$ cat config.mk
export PLATFORM = sky130hd
export DESIGN_NAME = swrr_div
export DESIGN_NICKNAME = d
export VERILOG_FILES = /design/src/rtl/core/swrr_pkg.sv /design/src/rtl/core/swrr_div.sv
export SDC_FILE = /design/constraint.sdc
export NUM_CORES = 1
export LEC_CHECK = 0
export BUFFER_PORTS_ARGS = -buffer_cell sky130_fd_sc_hd__buf_2
export CAP_MARGIN = 20
export CORE_MARGIN = 2
export CORE_UTILIZATION = 55
export DETAILED_ROUTE_END_ITERATION = 8
export HOLD_SLACK_MARGIN = 0.08
export PLACE_DENSITY = 0.87
export SLEW_MARGIN = 0
export SYNTH_ARGS = -nofsm -noshare
export SYNTH_HDL_FRONTEND = slang
export SYNTH_SLANG_ARGS = --single-unit
$ cat constraint.sdc
create_clock -name i_clk -period 4.83 [get_ports i_clk]
set_clock_uncertainty 0.05 [all_clocks]
set_input_delay 0.966 -clock i_clk [delete_from_list [all_inputs] [get_ports i_clk]]
set_output_delay 0.966 -clock i_clk [all_outputs]
set_load 0.03 [all_outputs]
$ cat src/rtl/core/swrr_pkg.sv
`timescale 1ns / 1ps
// ----------------------------------------------------------------------------
// swrr_pkg
// Shared types and codes for the weighted round robin peer selector.
// ----------------------------------------------------------------------------
package swrr_pkg;

    typedef enum logic [1:0] {
        OP_SELECT = 2'd0,
        OP_REPORT = 2'd1,
        OP_SET    = 2'd2,
        OP_RETIRE = 2'd3
    } t_op;

    typedef enum logic [1:0] {
        ST_DONE    = 2'd0,
        ST_NONE    = 2'd1,
        ST_IGNORED = 2'd2
    } t_status;

    localparam logic [0:0] CFG_FAIL_LIMIT  = 1'b0;
    localparam logic [0:0] CFG_FAIL_WINDOW = 1'b1;

    typedef enum logic [3:0] {
        S_IDLE,
        S_PREF,
        S_SCAN,
        S_FINISH,
        S_REPORT,
        S_PEN_DIV,
        S_SET,
        S_RS_DIV1,
        S_RS_MUL,
        S_RS_DIV2,
        S_RS_APPLY,
        S_OUT
    } t_state;

    // divider control between sequencer and divider unit
    typedef struct packed {
        logic start;
        logic busy;
        logic done;
    } t_div_ctl;

endpackage

$ cat src/rtl/core/swrr_div.sv
`timescale 1ns / 1ps
// ----------------------------------------------------------------------------
// swrr_div
// Shared restoring divider, one quotient bit per cycle.
// ----------------------------------------------------------------------------
module swrr_div import swrr_pkg::*; #(
    parameter int W = 64
) (
    input  logic         i_clk,
    input  logic         i_rst_n,
    input  logic         i_start,
    input  logic [W-1:0] i_num,
    input  logic [W-1:0] i_den,
    output t_div_ctl     o_ctl,
    output logic [W-1:0] o_quo,
    output logic [W-1:0] o_rem
);
    localparam int CW = $clog2(W + 1);

    logic [W-1:0]  r_q, n_q;
    logic [W-1:0]  r_r, n_r;
    logic [W-1:0]  r_d;
    logic [CW-1:0] r_cnt, n_cnt;
    logic          r_busy, n_busy, r_done, n_done;
    logic [W:0]    w_trial;

    // shift one bit in, subtract when it fits
    always_comb begin
        n_q = r_q; n_r = r_r; n_cnt = r_cnt; n_busy = r_busy; n_done = 1'b0;
        w_trial = {r_r, r_q[W-1]} - {1'b0, r_d};
        if (r_busy) begin
            if (!w_trial[W]) begin
                n_r = w_trial[W-1:0];
                n_q = {r_q[W-2:0], 1'b1};
            end else begin
                n_r = {r_r[W-2:0], r_q[W-1]};
                n_q = {r_q[W-2:0], 1'b0};
            end
            n_cnt = r_cnt - 1'b1;
            if (r_cnt == CW'(1)) begin
                n_busy = 1'b0;
                n_done = 1'b1;
            end
        end
    end

    always_ff @(posedge i_clk) begin
        if (!i_rst_n) begin
            r_busy <= 1'b0; r_done <= 1'b0; r_cnt <= '0;
        end else if (i_start) begin
            r_busy <= 1'b1; r_done <= 1'b0; r_cnt <= CW'(W);
        end else begin
            r_busy <= n_busy; r_done <= n_done; r_cnt <= n_cnt;
        end
        if (i_start) begin
            r_q <= i_num; r_r <= '0; r_d <= i_den;
        end else begin
            r_q <= n_q; r_r <= n_r;
        end
    end

    assign o_ctl = '{start: i_start, busy: r_busy, done: r_done};
    assign o_quo = r_q;
    assign o_rem = r_r;
endmodule

==> impl_metrics.yaml, run 1 <==
status:
  status: "finished, final reports clean"
timing:
  fmax_mhz: 253
  setup_slack_ns: 0.883
  drv_slew: 0
  setup_violations: 0
  slew-limit-headroom: 0.261
  worstMarginPinSlew_ns: 1.09
  setup_tns_ns: 0
  fin_crit_sh: 0.817
  layout_min_cycle_time_ns: 3.95
  fin_hold_ws_ns: 0.439
  finalHoldViolCount: 0
  rsz0062_at_grt: "no"
layout:
  area_growth_pct: 18.1
  register_area_sq_um: 5310
  fin_cells: 1716
  n_fill_cell: 1643
  final_core_util: 0.665
  diodes: 0
  multi_input_area_sq_um: 5950
  drive_gt1_frac: 0.264
  nNetsFinal: 1622
  fin_area_sq_um: 14100
global_route:
  track_usage: 0.262
  grt_max_degree: 74
  grt_overflow: 0
  grt_pass1_vias: 9456
  grt_pass1_wl_microns: 47600
  antenna_found_initial: 0
worst_setup_path:
  startpoint: "r_d[1]"
  reg2regPathDepth: 13
  r2r-end: "o_rem[63]"
  critPathMaxFanout: 5
  critPathKind: "flip-flop to flip-flop"
  r2r_start: "r_d[1]"
  cp-end-kind: "flip-flop"
  r2r_slack_ns: 0.88
  arrival_ns: 4.30
  cp_data_required_time_ns: 5.18
  worstSetupStartpointType: "flip-flop"
cts:
  clk_latency_ns: 0.53
  cts.sinks: 201
  cts_tree: "built"
  clockBufferDepth: 3
  postCtsSetupBuffers: 0
  cts_resized: 0
  cts-root-buf: "clkbuf_16"
  ctsHoldBuffers: 0
  clk_transition_reported_paths_ns: 0.06
  h-tree-depth: 1
  cts_made_buffers: 23
floorplan:
  die_h_microns: 151
  rows: 53
  ioPinCount: 262
  die-area_sq_um: 22900
  die_w_microns: 151
  coreArea_sq_um: 21200
  floorplan.initialDensity: 0.564
synthesis:
  ys_seq_area_frac: 0.445
  ys_ff_latch: 201
  netlist.area_leader.share: 0.322
  async_flop_share: 0
  yosysUniqueCellTypes: 66
  netlist_top_cells_area: "edfxtp_1 (32%), dfxtp_1 (12%), ha_1 (6.9%)"
  synthTopCellsByCount: "edfxtp_1 (128), nor2_1 (105), nand2_1 (89), inv_1 (86), a21oi_1 (80)"
  syn-cell-area_sq_um: 11900
  synthFlopType: "edfxtp_1"
  synth_most_common_cell: "edfxtp_1"
  syn_inst: 1193
  synth_fp_nets: 1391
  synth_top_cell_by_area: "edfxtp_1"
  synth-edff-count: 128
  yosys_warnings: 0
  syn_area_per_cell_sq_um: 9.99
min_path:
  hold_class: "flip-flop to flip-flop"
  hold_path_end: "o_rem[47]"
  min_path_cells: 2
  min-delay-start: "o_rem[47]"
place:
  pre_cts_ws_ns: 0.869
  placed_area_sq_um: 13300
  portBuffers: 261
  dp_hpwl_microns: 23400
  place.gp.congestion: 0.948
  placed_cells: 1674
route:
  vias: 9973
  ant_nets: 0
  drt_first_pass_iters: 8
  drc: 0
  detail_route.wl_per_cell_microns: 18.2
  drt-total-wl_microns: 31200
  routed_via_density: 5.81
  drtIter0Drc: 628
flow_run:
  cap_violations: 0
power_and_ir_drop:
  p_leak_nw: 6.00
  p_total_mw: 4.96
  powerDensity_nw_per_um2: 353
  ir_drop_mv: 0.380
==> sequential cells by signal (all words and copies together), names as in the netlist <==
signal and flops:
r_cnt 7, o_rem 64, r_d 64, o_quo 64
r_done 1, r_busy 1
==> worst max path at each step <==
stage,to,slack (ns),cells after the start
2_1_floorplan,o_rem[58],1.08,14
3_3_place_gp,o_rem[63],1.04,13
3_5_place_dp,o_rem[3],0.87,14
4_1_cts,o_rem[3],0.86,14
5_1_grt,o_rem[3],0.67,14
6_report,o_rem[63],0.88,13
==> cell type report <==
cell class | instances | share of cell area
Multi-Input combinational cell | 840 | 0.423
Sequential cell | 201 | 0.377
Timing Repair Buffer | 270 | 0.0989
Clock buffer | 32 | 0.0462
Tap cell | 275 | 0.0244
Inverter | 88 | 0.0235
Clock inverter | 10 | 0.00702
==> placed cells by master, fill, tap and decap left out, drive strengths merged, types with 14 or more instances in the layout <==
cell    netlist  routed
nor3         14      14
nor2        105     105
o21ai        63      63
a21o         20      20
edfxtp      128     128
nand3        20      20
a31oi        14      14
xor2         26      26
mux2         63      63
ha           66      66
nand2        89      89
nand4        26      26
dfxtp        73      73
a211oi       45      45
a21oi        80      80
buf          11     270
xnor2        38      38
clkbuf       53      32
inv          86      90
mux2i        56      56
==> critical path, cell delays in order (launching register included) <==
cell and delay, ns:
edfxtp_1 0.43, inv_1 0.09, ha_1 0.22, nor2b_1 0.14, o21a_1 0.16, a311oi_1 0.25, buf_4 0.18, o31a_1 0.29
o211ai_1 0.34, a311oi_1 0.65, o21ai_0 0.30, a221oi_1 0.37, xor2_1 0.21, o221ai_1 0.13
==> report_power, final <==
group / total (mW) / internal (mW) / switching [mW]
Clock: 1.74 / 1.01 / 0.737
Sequential: 2.08 / 1.99 / 0.0953
Combinational: 1.14 / 0.416 / 0.721
Total: 4.96 / 3.41 / 1.55
==> routing by layer <==
| layer | share of wire | vias up | global-route usage |
|---|---|---|---|
| met3 | 0.081 | 64 | 0.0627 |
| met4 | 0.037 | 0 | 0.101 |
| met1 | 0.41 | 4638 | 0.324 |
| met2 | 0.48 | 437 | 0.441 |
| li1 | - | 4834 | - |
| met5 | 0 | - | 0 |
==> cell families after synthesis <==
group | count (synthesis) | share of synthesized area
buffers and inverters | 152 | 0.0557
multiplexers | 119 | 0.107
adder cells (fa/ha/maj) | 67 | 0.0709
AND/OR/NAND/NOR | 289 | 0.110
XOR/XNOR | 64 | 0.0486
flip-flops | 201 | 0.445
AO/OA/AOI/OAI | 301 | 0.163
(Power assumes the default switching activity.)
==> run 2: changes to the inputs <==
Clock period 4.83 ns to 4.05 ns, I/O delays scaled along.
==> run 2 against run 1 <==
Sequential power rose by 19%. Total power increased by 20%. Largest cell class unchanged. Die area did not move. Critical path depth increased by 1. Setup slack worse by 0.61 ns. First-iteration DRC count grew 6.2%. Sequential share of layout area down 0.15 points. Cell area grew 0.40%. Utilization grew 0.27 points. Highest routed layer unchanged. Register-to-register slack worse by 0.61 ns.
==> impl_metrics.yaml, run 2 (synthesis gave the netlist of run 1 again) <==
cts:
  cts_made_buffers: 23
  postCtsSetupBuffers: 0
  cts_resized: 0
  ctsHoldBuffers: 0
  h-tree-depth: 1
  clk_latency_ns: 0.52
  clk_transition_reported_paths_ns: 0.06
  cts.sinks: 201
  cts_tree: "built"
  cts-root-buf: "clkbuf_16"
  clockBufferDepth: 3
layout:
  multi_input_area_sq_um: 5950
  register_area_sq_um: 5310
  fin_area_sq_um: 14100
  fin_cells: 1719
  n_fill_cell: 1587
  final_cell_mix: "buf_2 (260), edfxtp_1 (128), nor2_1 (105)"
  final_core_util: 0.668
  layout_commonest_cell: "buf_2"
  drive_gt1_frac: 0.267
  area_growth_pct: 18.5
  nNetsFinal: 1624
worst_setup_path:
  startpoint: "o_quo[63]"
  r2r-end: "o_rem[5]"
  worstSetupStartpointType: "flip-flop"
  cp_data_required_time_ns: 4.34
  r2r_slack_ns: 0.27
  critPathKind: "flip-flop to flip-flop"
  r2r_start: "o_quo[63]"
  arrival_ns: 4.07
  cp-end-kind: "flip-flop"
  reg2regPathDepth: 14
  critPathMaxFanout: 39
  critPathCapture: "o_rem[5]"
place:
  placed_cells: 1676
  place.gp.congestion: 0.929
  placed_area_sq_um: 13400
  dp_hpwl_microns: 23700
  portBuffers: 261
floorplan:
  die-area_sq_um: 22900
  die_h_microns: 151
  rows: 53
  die_w_microns: 151
  floorplan.initialDensity: 0.564
  ioPinCount: 262
  coreArea_sq_um: 21200
timing:
  finalHoldViolCount: 0
  drv_slew: 0
  slew-limit-headroom: 0.335
  worstMarginPinSlew_ns: 0.998
  rsz0062_at_grt: "no"
  fmax_mhz: 264
  layout_min_cycle_time_ns: 3.78
  fin_crit_sh: 0.934
  setup_tns_ns: 0
  setup_violations: 0
power_and_ir_drop:
  powerDensity_nw_per_um2: 423
  p_total_mw: 5.97
  p_leak_nw: 6.02
  ir_drop_mv: 0.377
route:
  detail_route.wl_per_cell_microns: 18.5
  ant_nets: 0
  drt-total-wl_microns: 31800
  drt_first_pass_iters: 7
  routed_via_density: 5.85
  drc: 0
  drtIter0Drc: 667
  vias: 10100
global_route:
  antenna_found_initial: 1
  grt_pass1_vias: 9853
  track_usage: 0.271
  grt_overflow: 0
  grt_max_degree: 138
  grt_pass1_wl_microns: 49400
status:
  status: "finished, final reports clean"
flow_run:
  cap_violations: 0
min_path:
  hold_class: "primary input to flip-flop"
run 2: cell count changes in the layout (fill, tap and decap cells not counted), sizes merged:
| cell | change |
|---|---|
| clkbuf | -7 |
| clkinv | +4 |
| buf | +2 |
| bufinv | +2 |
| clkinvlp | +1 |
| diode | +1 |
run 2: cell type report:
| class | instances | share of cell area |
|---|---|---|
| multi-input combinational | 840 | 0.421 |
| sequential | 201 | 0.376 |
| timing repair buffer | 272 | 0.101 |
| clock buffer | 25 | 0.0413 |
| tap | 275 | 0.0243 |
| inverter | 88 | 0.0234 |
| clock inverter | 17 | 0.0128 |
| antenna | 1 | 0.000177 |
run 2: worst max-delay path, stage by stage (launching register included):
cell       delay [ns]
edfxtp_1         0.34
inv_1            0.06
ha_1             0.22
fa_1             0.40
nor2b_1          0.19
o2111ai_1        0.18
a211oi_1         0.31
nor3_2           0.13
a311oi_2         0.40
or3_4            0.22
a41o_2           0.23
xor2_4           0.22
buf_12           0.29
mux2i_1          0.24
a211oi_1         0.10
run 2: worst min path at each step:
stage                         start         to  slack [ns]  cells past startpoint
final                     i_den[40]    r_d[40]        0.41                      1
after global routing      i_den[16]    r_d[16]        0.39                      1
after CTS                  i_den[8]     r_d[8]        0.40                      1
after detailed placement  o_rem[47]  o_rem[47]        0.44                      2
after global placement    o_rem[52]  o_rem[52]        0.43                      2
after floorplan            r_cnt[1]   r_cnt[1]        0.42                      2
run 2: per-stage QoR:
| stage | setup WS [ns] | hold WS (ns) |
|---|---|---|
| floorplan | 0.297 | 0.419 |
| global placement | 0.368 | 0.426 |
| detailed placement | 0.231 | 0.444 |
| CTS | 0.212 | 0.396 |
| global route | 0.0310 | 0.393 |
| finish | 0.269 | 0.412 |
run 2: power breakdown:
part,internal [mW],switching (mW)
clock network,1.24,0.874
registers,2.37,0.104
logic,0.500,0.879
total,4.11,1.86
run 2: routing by layer:
metal  vias to the layer above  track usage  routed length (microns)
met1                      4700        0.336                    12700
met2                       452        0.459                    15200
li1                       4837            -                        -
met4                         0        0.108                     1140
met5                         -            0                        0
met3                        74       0.0605                     2710
==> run 3: changes to the inputs <==
Settings changed: BUFFER_PORTS_ARGS -buffer_cell sky130_fd_sc_hd__buf_2 to unset, DONT_BUFFER_PORTS set to 1, GPL_TIMING_DRIVEN set to 0, PLACE_DENSITY 0.87 to 0.76.
==> run 3 against run 2 <==
Die area unchanged. Clock power fell by 8%. Non-clock buffer count down 199. Global-route usage decreased by 0.47 points. Highest routed layer is now met5. Utilization down 4.7 points.
==> impl_metrics.yaml, run 3 (synthesis gave the netlist of run 1 again) <==
status:
  status: "finished, final reports clean"
cts:
  cts_made_buffers: 22
  cts_tree: "built"
  h-tree-depth: 1
  cts.sinks: 201
  clockBufferDepth: 3
  clk_latency_ns: 0.53
  clk_transition_reported_paths_ns: 0.06
  cts-root-buf: "clkbuf_16"
floorplan:
  die-area_sq_um: 22900
  ioPinCount: 262
  floorplan.initialDensity: 0.564
  coreArea_sq_um: 21200
  die_h_microns: 151
  rows: 53
  die_w_microns: 151
timing:
  finalHoldViolCount: 0
  setup_violations: 0
  fin_crit_sh: 0.972
  slew-limit-headroom: 0.387
  worstMarginPinSlew_ns: 0.916
  setup_tns_ns: 0
  layout_min_cycle_time_ns: 3.94
  drv_slew: 0
  fmax_mhz: 254
power_and_ir_drop:
  swShare: 0.317
  p_int_mw: 3.86
  p_sw_mw: 1.79
  p_clk_frac: 0.344
  combPwrFrac: 0.177
  p_leak_nw: 5.00
  powerDensity_nw_per_um2: 430
  seq_power_share: 0.479
  ir_drop_mv: 0.328
layout:
  fin_area_sq_um: 13100
  nNetsFinal: 1424
  layout_commonest_cell: "edfxtp_1"
  final_cell_mix: "edfxtp_1 (128), nor2_1 (105), nand2_1 (89)"
  area_growth_pct: 10.2
  final_core_util: 0.621
  drive_gt1_frac: 0.114
min_path:
  hold_class: "primary input to flip-flop"
route:
  drtIter0Drc: 545
  drc: 0
  routed_via_density: 6.08
  drt-total-wl_microns: 31300
  detail_route.wl_per_cell_microns: 20.6
  vias: 9226
  ant_nets: 0
  drt_first_pass_iters: 5
worst_setup_path:
  critPathMaxFanout: 10
  critPathKind: "flip-flop to flip-flop"
  worstSetupStartpointType: "flip-flop"
  arrival_ns: 4.30
  r2r_slack_ns: 0.11
  cp-end-kind: "flip-flop"
  cp_data_required_time_ns: 4.42
global_route:
  grt_overflow: 0
  antenna_found_initial: 1
  grt_max_degree: 70
  grt_pass1_vias: 8952
  track_usage: 0.266
  grt_pass1_wl_microns: 47700
place:
  dp_hpwl_microns: 23700
  portBuffers: 0
  placed_area_sq_um: 12300
  place.gp.congestion: 0.929
flow_run:
  cap_violations: 0
run 3: timing repair:
action / 4_1_cts / 5_1_grt
hold buffers: 0 / 0
setup buffers: 4 / 4
gates resized for setup: 3 / 15
pin swaps: 2 / 4
endpoints found under the setup margin: 65 / 65
run 3: power groups by stage:
stage | Sequential, mW | Combinational (mW) | Clock [mW]
2_1_floorplan | 2.70 | 0.764 | 0
3_3_place_gp | 2.75 | 0.948 | 0
3_5_place_dp | 2.75 | 0.967 | 0
4_1_cts | 2.71 | 0.972 | 1.98
5_1_grt | 2.73 | 1.11 | 2.04
6_report | 2.71 | 1.00 | 1.94
run 3: final cells by class:
class	instances	area [sq um]
Antenna cell	1	2.50
Buffer	64	337
Clock buffer	29	587
Clock inverter	11	113
Fill cell	1762	8020
Inverter	88	330
Multi-Input combinational cell	840	6020
Sequential cell	201	5310
Tap cell	275	344
Timing Repair Buffer	9	92.6
run 3: worst max-delay path, stage by stage (launching register included):
cell	delay [ns]
edfxtp_1	0.57
inv_1	0.14
ha_1	0.19
fa_1	0.23
nor2b_2	0.08
o2111ai_4	0.23
a211oi_2	0.11
nor3_2	0.32
a311oi_2	0.15
buf_4	0.17
or3_4	0.36
a41o_2	0.29
xor2_4	0.16
buf_12	0.18
buf_12	0.15
mux2i_2	0.16
a211oi_2	0.27
run 3: final timing paths:
check	start	end	depth (start not counted)
max	o_quo[63]	o_rem[37]	16
min	i_den[46]	r_d[46]	0
max reg2reg	o_quo[63]	o_rem[37]	16
min reg2reg	r_cnt[1]	r_cnt[1]	2
run 3: routing by layer:
layer	global-route usage	vias to the layer above	share of wire
li1	-	4428	-
met1	0.337	4333	0.41
met2	0.444	397	0.47
met3	0.0678	66	0.093
met4	0.0897	2	0.034
met5	0	-	0.00042
run 3: per-stage QoR:
step | setup slack [ns] | cells | power (mW) | hold WS [ns]
5_1_grt | -0.0121 | 1517 | 5.88 | 0.304
4_1_cts | -0.0108 | 1513 | 5.66 | 0.297
3_3_place_gp | -0.317 | 1468 | 3.70 | 0.435
3_5_place_dp | -0.377 | 1469 | 3.72 | 0.445
2_1_floorplan | 0.297 | 1193 | 3.46 | 0.419
6_report | 0.112 | 1518 | 5.65 | 0.320
